## src/sv/bpsp_pkg.sv

```systemverilog
// Shared types, codes and constants for the bind packet sequence parser.
// No dependencies; imported by every module of the block.
package bpsp_pkg;

	localparam int RecLen   = 26;
	localparam int RecIdxW  = $clog2(RecLen);
	localparam int ProtoPos = 25;
	localparam int SumW     = 11;

	localparam logic [15:0] TimeoutReset = 16'd500;

	localparam logic [7:0] HdrSync = 8'hff;
	localparam logic [7:0] HdrA1   = 8'haa;
	localparam logic [7:0] HdrA2   = 8'h55;
	localparam logic [7:0] HdrB1   = 8'hab;
	localparam logic [7:0] HdrB2   = 8'h56;

	// hop byte placement in the record
	localparam int Hop0Base = 5;
	localparam int Hop1Base = 12;
	localparam int Hop2Base = 19;
	localparam int HopLen   = 7;
	localparam int Hop2Len  = 6;

	localparam logic [1:0] MODE_START  = 2'd0;
	localparam logic [1:0] MODE_PACKET = 2'd1;
	localparam logic [1:0] MODE_TICK   = 2'd2;

	localparam logic [2:0] KIND_IGNORED  = 3'd0;
	localparam logic [2:0] KIND_PROGRESS = 3'd1;
	localparam logic [2:0] KIND_RECORD   = 3'd2;
	localparam logic [2:0] KIND_TIMEOUT  = 3'd3;
	localparam logic [2:0] KIND_STARTED  = 3'd4;

	localparam logic [1:0] STAGE_HEADER = 2'd0;
	localparam logic [1:0] STAGE_HOP0   = 2'd1;
	localparam logic [1:0] STAGE_HOP1   = 2'd2;
	localparam logic [1:0] STAGE_HOP2   = 2'd3;

	typedef struct packed {
		logic [1:0] mode;
		logic [7:0] byte0;
		logic [7:0] byte1;
		logic [7:0] byte2;
		logic [7:0] byte3;
		logic [7:0] byte4;
		logic [7:0] byte5;
		logic [7:0] byte6;
		logic [7:0] byte7;
		logic [7:0] byte8;
		logic [7:0] byte9;
	} in_t;

	typedef struct packed {
		logic [2:0] kind;
		logic [1:0] bind_stage;
		logic [4:0] byte_index;
		logic [7:0] byte_value;
		logic       last;
	} out_t;

	// command handed from front to back
	typedef struct packed {
		logic       is_record;
		logic [2:0] kind;
		logic [1:0] stage;
	} cmd_t;

	typedef logic [RecLen-1:0][7:0] record_t;

endpackage

```

## src/sv/bind_packet_sequence_parser.sv

```systemverilog
// Top level of the bind packet sequence parser: front, command queue, back.
// Depends on bpsp_pkg, bpsp_front, bpsp_queue and bpsp_back.
//
// A transaction is taken when start is high and busy low. Every transaction
// gives one result (last set), registered through the queue and the back
// end's result register, except a third hop packet that completes the bind:
// that gives 26 record-byte results on consecutive cycles, index 0 to 25,
// last on index 25. Results appear for one cycle on strobe and must be taken
// then; there is no back-pressure. The queue between front and back lets up
// to QueueDepth transactions be taken ahead of the back end, so short
// transactions can follow each other every cycle; busy rises when the queue
// is full and stays high from a completing packet until its 26th record byte
// has gone out, since the record run is read from the same store that the
// next header would overwrite. A completing bind therefore holds off the next
// transaction while the back end steps one record byte a cycle. The register
// bind_timeout_ticks (reset 500) is to be written through cfg_we and cfg_data
// only while idle; the block itself does not enforce this. It is loaded into
// the timer by a start command taken while no bind is active.
module bind_packet_sequence_parser #(
	parameter int QueueDepth = 2
) (
	input  logic            clk,
	input  logic            arst_n,
	input  logic            start,
	output logic            busy,
	input  bpsp_pkg::in_t   item,
	input  logic            cfg_we,
	input  logic [15:0]     cfg_data,
	output logic            strobe,
	output bpsp_pkg::out_t  result
);
	import bpsp_pkg::*;

	logic    push;
	logic    pop;
	logic    q_empty;
	logic    q_full;
	logic    rec_done;
	cmd_t    push_cmd;
	cmd_t    head_cmd;
	record_t record;

	// front: classifies each transaction and updates binding state at once
	bpsp_front u_front (
		.clk      (clk),
		.arst_n   (arst_n),
		.start    (start),
		.item     (item),
		.cfg_we   (cfg_we),
		.cfg_data (cfg_data),
		.q_full   (q_full),
		.rec_done (rec_done),
		.busy     (busy),
		.push     (push),
		.cmd      (push_cmd),
		.record   (record)
	);

	// commands waiting for the back end
	bpsp_queue #(
		.Depth (QueueDepth)
	) u_queue (
		.clk       (clk),
		.arst_n    (arst_n),
		.push      (push),
		.push_data (push_cmd),
		.pop       (pop),
		.pop_data  (head_cmd),
		.empty     (q_empty),
		.full      (q_full)
	);

	// back: one result per command, or a 26-byte run for a finished record
	bpsp_back u_back (
		.clk      (clk),
		.arst_n   (arst_n),
		.empty    (q_empty),
		.head     (head_cmd),
		.record   (record),
		.pop      (pop),
		.strobe   (strobe),
		.result   (result),
		.rec_done (rec_done)
	);

	// record bytes go out in index order without gaps
	a_run_steps: assert property (@(posedge clk) disable iff (!arst_n)
		strobe && (result.kind == KIND_RECORD) && !result.last |=>
		strobe && (result.kind == KIND_RECORD) &&
		(result.byte_index == $past(result.byte_index) + 5'd1))
		else $error("record run broken");

	// a run closes on the protocol id byte
	a_run_end: assert property (@(posedge clk) disable iff (!arst_n)
		strobe && (result.kind == KIND_RECORD) && result.last |->
		(result.byte_index == 5'(RecLen - 1)))
		else $error("record run closed at wrong index");

	// single results always carry last
	a_single_last: assert property (@(posedge clk) disable iff (!arst_n)
		strobe && (result.kind != KIND_RECORD) |-> result.last)
		else $error("single result without last");

	// store must not be overwritten mid-run
	a_busy_in_run: assert property (@(posedge clk) disable iff (!arst_n)
		strobe && (result.kind == KIND_RECORD) && !result.last |-> busy)
		else $error("transaction accepted during record run");

endmodule

```

## src/sv/bpsp_queue.sv

```systemverilog
// Short command queue between front and back of the bind packet parser.
// Depends on bpsp_pkg (cmd_t).
module bpsp_queue #(
	parameter int Depth = 2
) (
	input  logic           clk,
	input  logic           arst_n,
	input  logic           push,
	input  bpsp_pkg::cmd_t push_data,
	input  logic           pop,
	output bpsp_pkg::cmd_t pop_data,
	output logic           empty,
	output logic           full
);
	import bpsp_pkg::*;

	localparam int PtrW = (Depth > 1) ? $clog2(Depth) : 1;
	localparam int CntW = $clog2(Depth + 1);

	cmd_t            mem_q [Depth];
	logic [PtrW-1:0] wr_ptr_q;
	logic [PtrW-1:0] rd_ptr_q;
	logic [CntW-1:0] count_q;

	assign empty    = (count_q == '0);
	assign full     = (count_q == CntW'(Depth));
	assign pop_data = mem_q[rd_ptr_q];

	always_ff @(posedge clk) begin
		if (push) begin
			mem_q[wr_ptr_q] <= push_data;
		end
	end

	always_ff @(posedge clk or negedge arst_n) begin
		if (!arst_n) begin
			wr_ptr_q <= '0;
			rd_ptr_q <= '0;
			count_q  <= '0;
		end else begin
			if (push) begin
				wr_ptr_q <= (wr_ptr_q == PtrW'(Depth - 1)) ? '0 : wr_ptr_q + 1'b1;
			end
			if (pop) begin
				rd_ptr_q <= (rd_ptr_q == PtrW'(Depth - 1)) ? '0 : rd_ptr_q + 1'b1;
			end
			if (push && !pop) begin
				count_q <= count_q + 1'b1;
			end else if (pop && !push) begin
				count_q <= count_q - 1'b1;
			end
		end
	end

endmodule

```

## src/sv/bpsp_front.sv

```systemverilog
// Front of the bind packet parser: accepts and classifies transactions,
// holds binding state, timeout register and record store. Depends on bpsp_pkg.
module bpsp_front (
	input  logic              clk,
	input  logic              arst_n,
	input  logic              start,
	input  bpsp_pkg::in_t     item,
	input  logic              cfg_we,
	input  logic [15:0]       cfg_data,
	input  logic              q_full,
	input  logic              rec_done,
	output logic              busy,
	output logic              push,
	output bpsp_pkg::cmd_t    cmd,
	output bpsp_pkg::record_t record
);
	import bpsp_pkg::*;

	logic [15:0]     timeout_q;
	logic            active_q;
	logic [1:0]      stage_q;
	logic [SumW-1:0] sum_q;
	logic [15:0]     ticks_q;
	logic            pend_q;
	logic [7:0]      rec_q [RecLen];

	logic [7:0]      pkt [10];
	logic            accept;
	logic            active_d;
	logic [1:0]      stage_d;
	logic [SumW-1:0] sum_d;
	logic [15:0]     ticks_d;
	logic [15:0]     tick_dec;
	logic [2:0]      kind_d;
	logic            wr_hdr;
	logic            wr_hop;
	logic            is_rec;
	logic            hdr_ok;
	logic            hop_ok;
	logic [SumW-1:0] hdr_sum;
	logic [1:0]      seq;

	assign pkt[0] = item.byte0;
	assign pkt[1] = item.byte1;
	assign pkt[2] = item.byte2;
	assign pkt[3] = item.byte3;
	assign pkt[4] = item.byte4;
	assign pkt[5] = item.byte5;
	assign pkt[6] = item.byte6;
	assign pkt[7] = item.byte7;
	assign pkt[8] = item.byte8;
	assign pkt[9] = item.byte9;

	// a pending record run holds off the next transaction: the store is in use
	assign busy   = q_full || pend_q;
	assign accept = start && !busy;
	assign push   = accept;

	assign hdr_ok = (pkt[0] == HdrSync) &&
		(((pkt[1] == HdrA1) && (pkt[2] == HdrA2)) ||
		 ((pkt[1] == HdrB1) && (pkt[2] == HdrB2)));
	// five bytes of at most 255 cannot overflow 11 bits
	assign hdr_sum = SumW'(pkt[3]) + SumW'(pkt[4]) + SumW'(pkt[5]) +
		SumW'(pkt[6]) + SumW'(pkt[7]);
	assign seq    = stage_q - STAGE_HOP0;
	assign hop_ok = (pkt[0] == sum_q[7:0]) &&
		(pkt[1] == {5'd0, sum_q[SumW-1:8]}) &&
		(pkt[2] == {6'd0, seq});
	assign tick_dec = (ticks_q != 16'd0) ? ticks_q - 16'd1 : ticks_q;

	always_comb begin
		active_d = active_q;
		stage_d  = stage_q;
		sum_d    = sum_q;
		ticks_d  = ticks_q;
		kind_d   = KIND_IGNORED;
		wr_hdr   = 1'b0;
		wr_hop   = 1'b0;
		is_rec   = 1'b0;
		case (item.mode)
			MODE_START: begin
				if (!active_q) begin
					active_d = 1'b1;
					stage_d  = STAGE_HEADER;
					ticks_d  = timeout_q;
					kind_d   = KIND_STARTED;
				end
			end
			MODE_TICK: begin
				ticks_d = tick_dec;
				if (active_q && (tick_dec == 16'd0)) begin
					active_d = 1'b0;
					stage_d  = STAGE_HEADER;
					kind_d   = KIND_TIMEOUT;
				end
			end
			MODE_PACKET: begin
				if (active_q) begin
					if (ticks_q == 16'd0) begin
						active_d = 1'b0;
						stage_d  = STAGE_HEADER;
						kind_d   = KIND_TIMEOUT;
					end else if (stage_q == STAGE_HEADER) begin
						if (hdr_ok) begin
							wr_hdr  = 1'b1;
							sum_d   = hdr_sum;
							stage_d = STAGE_HOP0;
							kind_d  = KIND_PROGRESS;
						end
					end else if (hop_ok) begin
						wr_hop = 1'b1;
						if (stage_q == STAGE_HOP2) begin
							active_d = 1'b0;
							stage_d  = STAGE_HEADER;
							kind_d   = KIND_RECORD;
							is_rec   = 1'b1;
						end else begin
							stage_d = stage_q + 2'd1;
							kind_d  = KIND_PROGRESS;
						end
					end
				end
			end
			default: begin
			end
		endcase
	end

	assign cmd = '{is_record: is_rec, kind: kind_d, stage: stage_d};

	always_ff @(posedge clk or negedge arst_n) begin
		if (!arst_n) begin
			timeout_q <= TimeoutReset;
			active_q  <= 1'b0;
			stage_q   <= STAGE_HEADER;
			sum_q     <= '0;
			ticks_q   <= '0;
			pend_q    <= 1'b0;
		end else begin
			if (cfg_we) begin
				timeout_q <= cfg_data;
			end
			if (accept) begin
				active_q <= active_d;
				stage_q  <= stage_d;
				sum_q    <= sum_d;
				ticks_q  <= ticks_d;
			end
			if (accept && is_rec) begin
				pend_q <= 1'b1;
			end else if (rec_done) begin
				pend_q <= 1'b0;
			end
		end
	end

	always_ff @(posedge clk) begin
		if (accept && wr_hdr) begin
			rec_q[ProtoPos] <= pkt[1];
			for (int i = 0; i < 5; i++) begin
				rec_q[i] <= pkt[3+i];
			end
		end
		if (accept && wr_hop) begin
			case (stage_q)
				STAGE_HOP0: begin
					for (int i = 0; i < HopLen; i++) begin
						rec_q[Hop0Base+i] <= pkt[3+i];
					end
				end
				STAGE_HOP1: begin
					for (int i = 0; i < HopLen; i++) begin
						rec_q[Hop1Base+i] <= pkt[3+i];
					end
				end
				STAGE_HOP2: begin
					for (int i = 0; i < Hop2Len; i++) begin
						rec_q[Hop2Base+i] <= pkt[3+i];
					end
				end
				default: begin
				end
			endcase
		end
	end

	always_comb begin
		for (int i = 0; i < RecLen; i++) begin
			record[i] = rec_q[i];
		end
	end

endmodule

```

## src/sv/bpsp_back.sv

```systemverilog
// Back of the bind packet parser: drains queued commands into result strobes,
// walking the record store for a completed bind. Depends on bpsp_pkg.
module bpsp_back (
	input  logic              clk,
	input  logic              arst_n,
	input  logic              empty,
	input  bpsp_pkg::cmd_t    head,
	input  bpsp_pkg::record_t record,
	output logic              pop,
	output logic              strobe,
	output bpsp_pkg::out_t    result,
	output logic              rec_done
);
	import bpsp_pkg::*;

	typedef enum logic [1:0] {
		ST_IDLE = 2'b01,
		ST_DUMP = 2'b10
	} state_t;

	state_t             state_q;
	logic [RecIdxW-1:0] cnt_q;
	logic               strobe_q;
	out_t               res_q;
	logic               done_q;

	assign pop      = (state_q == ST_IDLE) && !empty;
	assign strobe   = strobe_q;
	assign result   = res_q;
	assign rec_done = done_q;

	always_ff @(posedge clk or negedge arst_n) begin
		if (!arst_n) begin
			state_q  <= ST_IDLE;
			cnt_q    <= '0;
			strobe_q <= 1'b0;
			done_q   <= 1'b0;
		end else begin
			strobe_q <= 1'b0;
			done_q   <= 1'b0;
			case (state_q)
				ST_IDLE: begin
					if (!empty) begin
						if (head.is_record) begin
							state_q <= ST_DUMP;
							cnt_q   <= '0;
						end else begin
							strobe_q <= 1'b1;
						end
					end
				end
				ST_DUMP: begin
					strobe_q <= 1'b1;
					if (cnt_q == RecIdxW'(RecLen - 1)) begin
						state_q <= ST_IDLE;
						done_q  <= 1'b1;
					end else begin
						cnt_q <= cnt_q + 1'b1;
					end
				end
				default: begin
					state_q <= ST_IDLE;
				end
			endcase
		end
	end

	always_ff @(posedge clk) begin
		if (state_q == ST_DUMP) begin
			res_q.kind       <= KIND_RECORD;
			res_q.bind_stage <= STAGE_HEADER;
			res_q.byte_index <= 5'(cnt_q);
			res_q.byte_value <= record[cnt_q];
			res_q.last       <= (cnt_q == RecIdxW'(RecLen - 1));
		end else begin
			res_q.kind       <= head.kind;
			res_q.bind_stage <= head.stage;
			res_q.byte_index <= '0;
			res_q.byte_value <= '0;
			res_q.last       <= 1'b1;
		end
	end

endmodule

```

## config.mk

```make
export PLATFORM = sky130hd
export DESIGN_NAME = bind_packet_sequence_parser
export DESIGN_NICKNAME = d
export VERILOG_FILES = /design/src/sv/bpsp_pkg.sv /design/src/sv/bind_packet_sequence_parser.sv /design/src/sv/bpsp_queue.sv /design/src/sv/bpsp_front.sv /design/src/sv/bpsp_back.sv
export SDC_FILE = /design/constraint.sdc
export NUM_CORES = 1
export LEC_CHECK = 0
export BUFFER_PORTS_ARGS = -buffer_cell sky130_fd_sc_hd__buf_2
export CORE_MARGIN = 2
export CORE_UTILIZATION = 55
export CTS_CLUSTER_SIZE = 16
export DETAILED_ROUTE_END_ITERATION = 12
export PLACE_DENSITY = 0.75
export SYNTH_ARGS = -nofsm -noshare
export SYNTH_HDL_FRONTEND = slang
export SYNTH_SLANG_ARGS = --single-unit
```

## constraint.sdc

```tcl
create_clock -name clk -period 4.7 [get_ports clk]
set_input_delay 1.175 -clock clk [delete_from_list [all_inputs] [get_ports clk]]
set_output_delay 1.175 -clock clk [all_outputs]
set_load 0.05 [all_outputs]
```

=== Word-level counts from Yosys, hierarchy flattened ===
Memory sizes are Yosys's and may differ from the RTL's.
Index checks and enable logic that the tools add are counted.

* Flip-flop bits (word level): 79
* Bits in writable memories: 220
* Bits of input ports: 102
* Memories kept: 2

{| class="wikitable"
|+ Memories
! memory !! words !! bits a word !! rd ports !! clocked after memory_dff !! write ports !! RTL line !! source
|-
| u_front.rec_q || 26 || 8 || 26 || 0 || 7 || bpsp_front.sv:25 || <nowiki>logic [7:0] rec_q [RecLen];</nowiki>
|-
| u_queue.mem_q || 2 || 6 || 1 || 0 || 1 || bpsp_queue.sv:20 || <nowiki>cmd_t mem_q [Depth];</nowiki>
|}

* Add/subtract/negate cells: 12
* Order comparisons: 1
* Equality and inequality tests: 23
* Muxes and demuxes: 134
* Bitwise operators: 1
* Reduce and logical (&&, ||, !) cells: 54

{| class="wikitable"
|+ Operator list
! operator !! number
|-
| $mux W8 || 20
|-
| $reduce_or A8 Y1 || 19
|-
| $mux W5 || 22
|-
| $mux W1 || 62
|-
| $bmux W8 S5 || 1
|-
| $add A11 B8 Y11 || 3
|-
| $logic_not A16 Y1 || 2
|-
| $mux W16 || 2
|-
| $pmux W16 S2 || 1
|-
| $mux W2 || 15
|-
| $eq A8 B8 Y1 const B || 3
|-
| $eq A8 B7 Y1 const B || 2
|-
| $reduce_bool A16 Y1 || 1
|-
| $sub A16 B1 Y16 const B || 1
|-
| $mux W3 || 5
|-
| $logic_and A1 B1 Y1 || 13
|-
| $eq A2 B2 Y1 const B || 5
|-
| $pmux W5 S2 || 1
|-
| $add A8 B8 Y9 || 1
|-
| $pmux W3 S3 || 1
|-
| $reduce_and A3 Y1 || 3
|-
| $eq A8 B2 Y1 || 1
|-
| $eq A8 B3 Y1 || 1
|-
| $eq A8 B8 Y1 || 1
|-
| 21 further kinds || 39
|}

=== Logic depth before layout (Yosys ltp) ===
* Depth after elaboration: 15
* Depth in mapped cells: 17
* Depth with buffers taken out: 17

=== Cells and area by module ===
Synthesis repeated with hierarchy kept, for this count alone.

* Cells, all modules: 995
* Area, all modules: 13635.6 sq um

{| class="wikitable"
|+ Modules (own cells, without submodules)
! module !! instances !! cells each !! area each (sq um)
|-
| bpsp_front || 1 || 676 || 10271.1
|-
| bpsp_back || 1 || 284 || 2736.4
|-
| bpsp_queue || 1 || 35 || 628.1
|}

=== Least setup slack after synthesis ===
Ideal clock, no wire load.

* Kind: input-to-reg
* Start: input item[70] in the netlist's numbering
* End: memory u_front.rec_q[19][0] (netlist: u_front.rec_q[1][24]) (enable)
* Library setup time: 0.454 ns
* Arrival time: 4.645 ns
* Path slack: -0.399 ns
* Stages on the path: 6
* Path through: or4_1 > nor2_1 > nand4_1 > nor3_1 > nand2_1 > nor2_1

{| class="wikitable"
|+ RTL lines
! element !! RTL line !! source
|-
| start: declaration || bind_packet_sequence_parser.sv:26 || <nowiki>input bpsp_pkg::in_t item,</nowiki>
|-
| end: declaration || bpsp_front.sv:25 ||
|}

=== Worst setup path in the final report ===
* Start: input item[41] in the netlist's numbering
* End: register u_front.sum_q[9]

* Word-level cells in the longest chain between the ends: 4

{| class="wikitable"
|+ RTL lines
! element !! RTL line !! source
|-
| $add A8 B8 Y9 || bpsp_front.sv:63 || <nowiki>assign hdr_sum = SumW'(pkt[3]) + SumW'(pkt[4]) + SumW'(pkt[5]) +</nowiki>
|-
| $add A11 B8 Y11 (2 in a row) || bpsp_front.sv:63 ||
|-
| $add A11 B8 Y11 || bpsp_front.sv:64 || <nowiki>SumW'(pkt[6]) + SumW'(pkt[7]);</nowiki>
|-
| end signal: assignment || bpsp_front.sv:146 || <nowiki>sum_q <= sum_d;</nowiki>
|-
| end: declaration || bpsp_front.sv:22 || <nowiki>logic [SumW-1:0] sum_q;</nowiki>
|}

No other way between the ends.
A chain may end at the register's enable or synchronous reset.

==> out/results.ini <==
[synthesis]
synthCells = 888
synth.top_cell.area_share_pct = 49.34
synth_edf_count = 220
syn_nets = 1035
synth_ff_type = edfxtp_1
synth.most_common_cell = edfxtp_1
synth_area_sq_um = 13390
yosys-top-cells-area = edfxtp_1 (49%), dfrtp_1 (9.9%), mux4_2 (9.4%)
synth-seq-cells = 299
synth-seq-area-share_pct = 63.46
synthTopCellsByCount = edfxtp_1 (220), inv_1 (59), nand2_1 (57), mux4_2 (56), dfrtp_1 (53)
yosysWarnings = 0
ys_async_sr_fraction_pct = 20.07
avgSynthCellArea_sq_um = 15.08
netlist-cell-type-count = 66
yosysTopAreaCell = edfxtp_1

[clocking]
root_buffer = clkbuf_16
cts_buffer_depth = 3
cts_num_sinks = 299
cts_buffers = 30
cts.hold.buffers_added = 0
cts_tree = built
clkLatencyLatePin_ns = 0.55
clk_pin_slew_worst_paths_ns = 0.06
ctsHtreeMaxLevel = 1
cts_resized = 0
postCtsSetupBuffers = 0

[global_routing]
grt_max_degree = 57
use_met3_pct = 3.117
grt.met2_usage_pct = 37.31
grt_pass1_wl_um = 45000
grtUsageMet1_pct = 31.77
grt_pass1_vias = 8223
top_usage_layer = met2
gr-usage-all-layers_pct = 22.66
grt-ovfl-total = 0
grt_antenna_before_repair = 2

[power]
p_comb_share_pct = 15.6
intPower_mw = 4.948
power_leakage_nw = 5.799
pwr-share-seq_pct = 47.1
power.density_nw_per_um2 = 430.4
peakVddDrop_mv = 0.2788
power_mw = 6.713
switchingPower_mw = 1.765
clock_power_share_pct = 37.4
swShare_pct = 26.29

[critical_path]
path_cells = buf_2 > ha_1 > a21o_1 > a21oi_1 > o21bai_1 > a21oi_2 > o21ai_0 > xnor2_1 > fa_1 > inv_1 > fa_1 > ha_1 > or3_1 > o21ai_0 > a21oi_1 > xor2_1 > mux2_2
worstSetupEndpointType = register
slowest_delay_ns = 0.48
cp-start-kind = primary input
cp_data_arrival_time_ns = 4.93
critPathMaxFanout = 2
cp.required_ns = 5.13
critPathKind = primary input to register
critical_path.top_delay_family = adder cells
path_buf_inv = 2
crit_slowest_cell = fa_1

[drt]
drt_pass1_iterations = 5
drtAntennaViolNets = 0
avgViaCountPerCell = 5.809
dr.first_iter.drc_count = 659
vias = 8057
drc_errors = 0
wl_um = 28810
wire_per_inst_um = 20.77

[floorplan]
fp-row-count = 57
core_sq_um = 24110
ios = 123
design.die.area_sq_um = 25610
start_util_pct = 55.55
fp.dieW_um = 160.0
die_y_um = 160.0

[placed_design]
placed_cell_area_sq_um = 14520
gp_congestion = 0.8762
io_buffers = 122
placedCellCount = 1329
hpwlAfterDp_um = 19280

[timing]
max_freq_ghz = 0.2226
timing.hold.ws_ns = 0.4526
setup_violations = 0
timing.final.hold_violations = 0
relSlewSlack_pct = 40.16
slew_violations = 0
worst_pin_slew_ns = 0.8977
fin_crit_ns = 4.492
setup_tns_ns = 0
finalCritPeriodShare_pct = 95.58
skew_ns = 0.009540

[finish]
fill_cells = 1755
final_area_sq_um = 15600
syn2layout_area_growth_pct = 16.49
finalNonFillerCells = 1387
final_layout_size_suffix_gt1_share_pct = 29.22
multiInputGateArea_sq_um = 4536
nNetsFinal = 1184
regArea_sq_um = 8502

[outcome]
outcome = complete, no violations

[min_path]
hold_path_class = register to register

[flow_run]
cap_violations = 0

routing by layer:
metal  routed length [um]  share of wire [%]
met1                12150                 42
met2                13920                 48
met3                 1840                6.4
met4                  902                3.1
met5                    0                  0
cell usage in the layout, fill, tap and decap left out, types with 28 or more instances in the layout:
cell type and count:
edfxtp_1 220, buf_2 122, inv_1 59, nand2_1 57, mux4_2 56, dfrtp_1 51, o21ai_0 38, nor2_1 36
mux2i_1 34, a21oi_1 30, clkbuf_16 30, ha_1 28
area by class of cell:
cell class                 instances  area share (%)
antenna                            2         0.03208
clock buffer                      31           4.837
tap                              324           2.599
sequential                       299           54.50
multi-input combinational        495           29.08
timing repair buffer             151           5.551
clock inverter                    25           1.957
inverter                          60           1.444
power groups by stage:
stage / clock network [mW] / registers, mW / logic (mW)
2_1_floorplan: 0 / 3.13 / 0.772
3_3_place_gp: 0 / 3.20 / 0.989
3_5_place_dp: 0 / 3.21 / 1.02
4_1_cts: 2.55 / 3.16 / 1.04
5_1_grt: 2.66 / 3.18 / 1.18
6_report: 2.51 / 3.16 / 1.05
worst register-to-register path, cell delays in order, from the launching register on:
cell and delay (ns):
dfrtp_1 0.45, inv_1 0.16, ha_1 0.35, nor2b_1 0.33
nand2_1 0.14, nor2_2 0.39, a22oi_1 0.20, nor4_4 0.42
a311oi_1 0.10, a41o_1 0.25
final timing paths:
kind                                              to               start  slack, ns  cells past startpoint
worst max-delay path                u_front.sum_q[9]            item[41]       0.21                     17
worst min-delay path                  u_front.pend_q     u_back.rec_done       0.45                      1
worst max register to register   u_queue.mem_q[0][0]  u_front.ticks_q[0]       1.65                      9
worst min register to register        u_front.pend_q     u_back.rec_done       0.45                      1
max in group asynchronous       u_front.timeout_q[2]              arst_n       3.16                      2
min in group asynchronous          u_back.state_q[1]              arst_n       0.63                      1
per-stage QoR:
stage          utilization, %  setup WS, ns
2_1_floorplan               -       0.01372
3_3_place_gp            60.23       -0.3193
3_5_place_dp            60.23       -0.3992
4_1_cts                 64.63        0.1610
5_1_grt                 64.70      -0.01550
6_report                64.71        0.2078
sequential cells by signal, indices dropped and copies added, names as in the netlist:
signal / count
u_queue.count_q: 2
u_queue.rd_ptr_q: 1
u_front.ticks_q: 16
u_queue.mem_q: 12
u_back.strobe: 1
u_back.cnt_q: 5
u_front.sum_q: 11
u_back.state_q: 2
u_front.stage_q: 2
u_back.rec_done: 1
u_back.result: 19
u_front.active_q: 1
u_front.rec_q: 208
u_front.pend_q: 1
u_front.timeout_q: 16
u_queue.wr_ptr_q: 1
cells by family (layout without fill, tap and decap cells):
| family | after synthesis | count (layout) | share of synthesized area (%) |
|---|---|---|---|
| DFF | 299 | 299 | 63.46 |
| and+or+nand+nor | 186 | 186 | 7.251 |
| AOI/OAI and AO/OA | 125 | 125 | 5.718 |
| muxes | 108 | 108 | 13.47 |
| buffers and inverters | 94 | 267 | 2.915 |
| adders and majority gates | 45 | 45 | 5.158 |
| xor gates and xnor gates | 31 | 31 | 2.028 |
| other | 0 | 2 | 0 |
No activity file was read; power rests on OpenSTA's default activity.
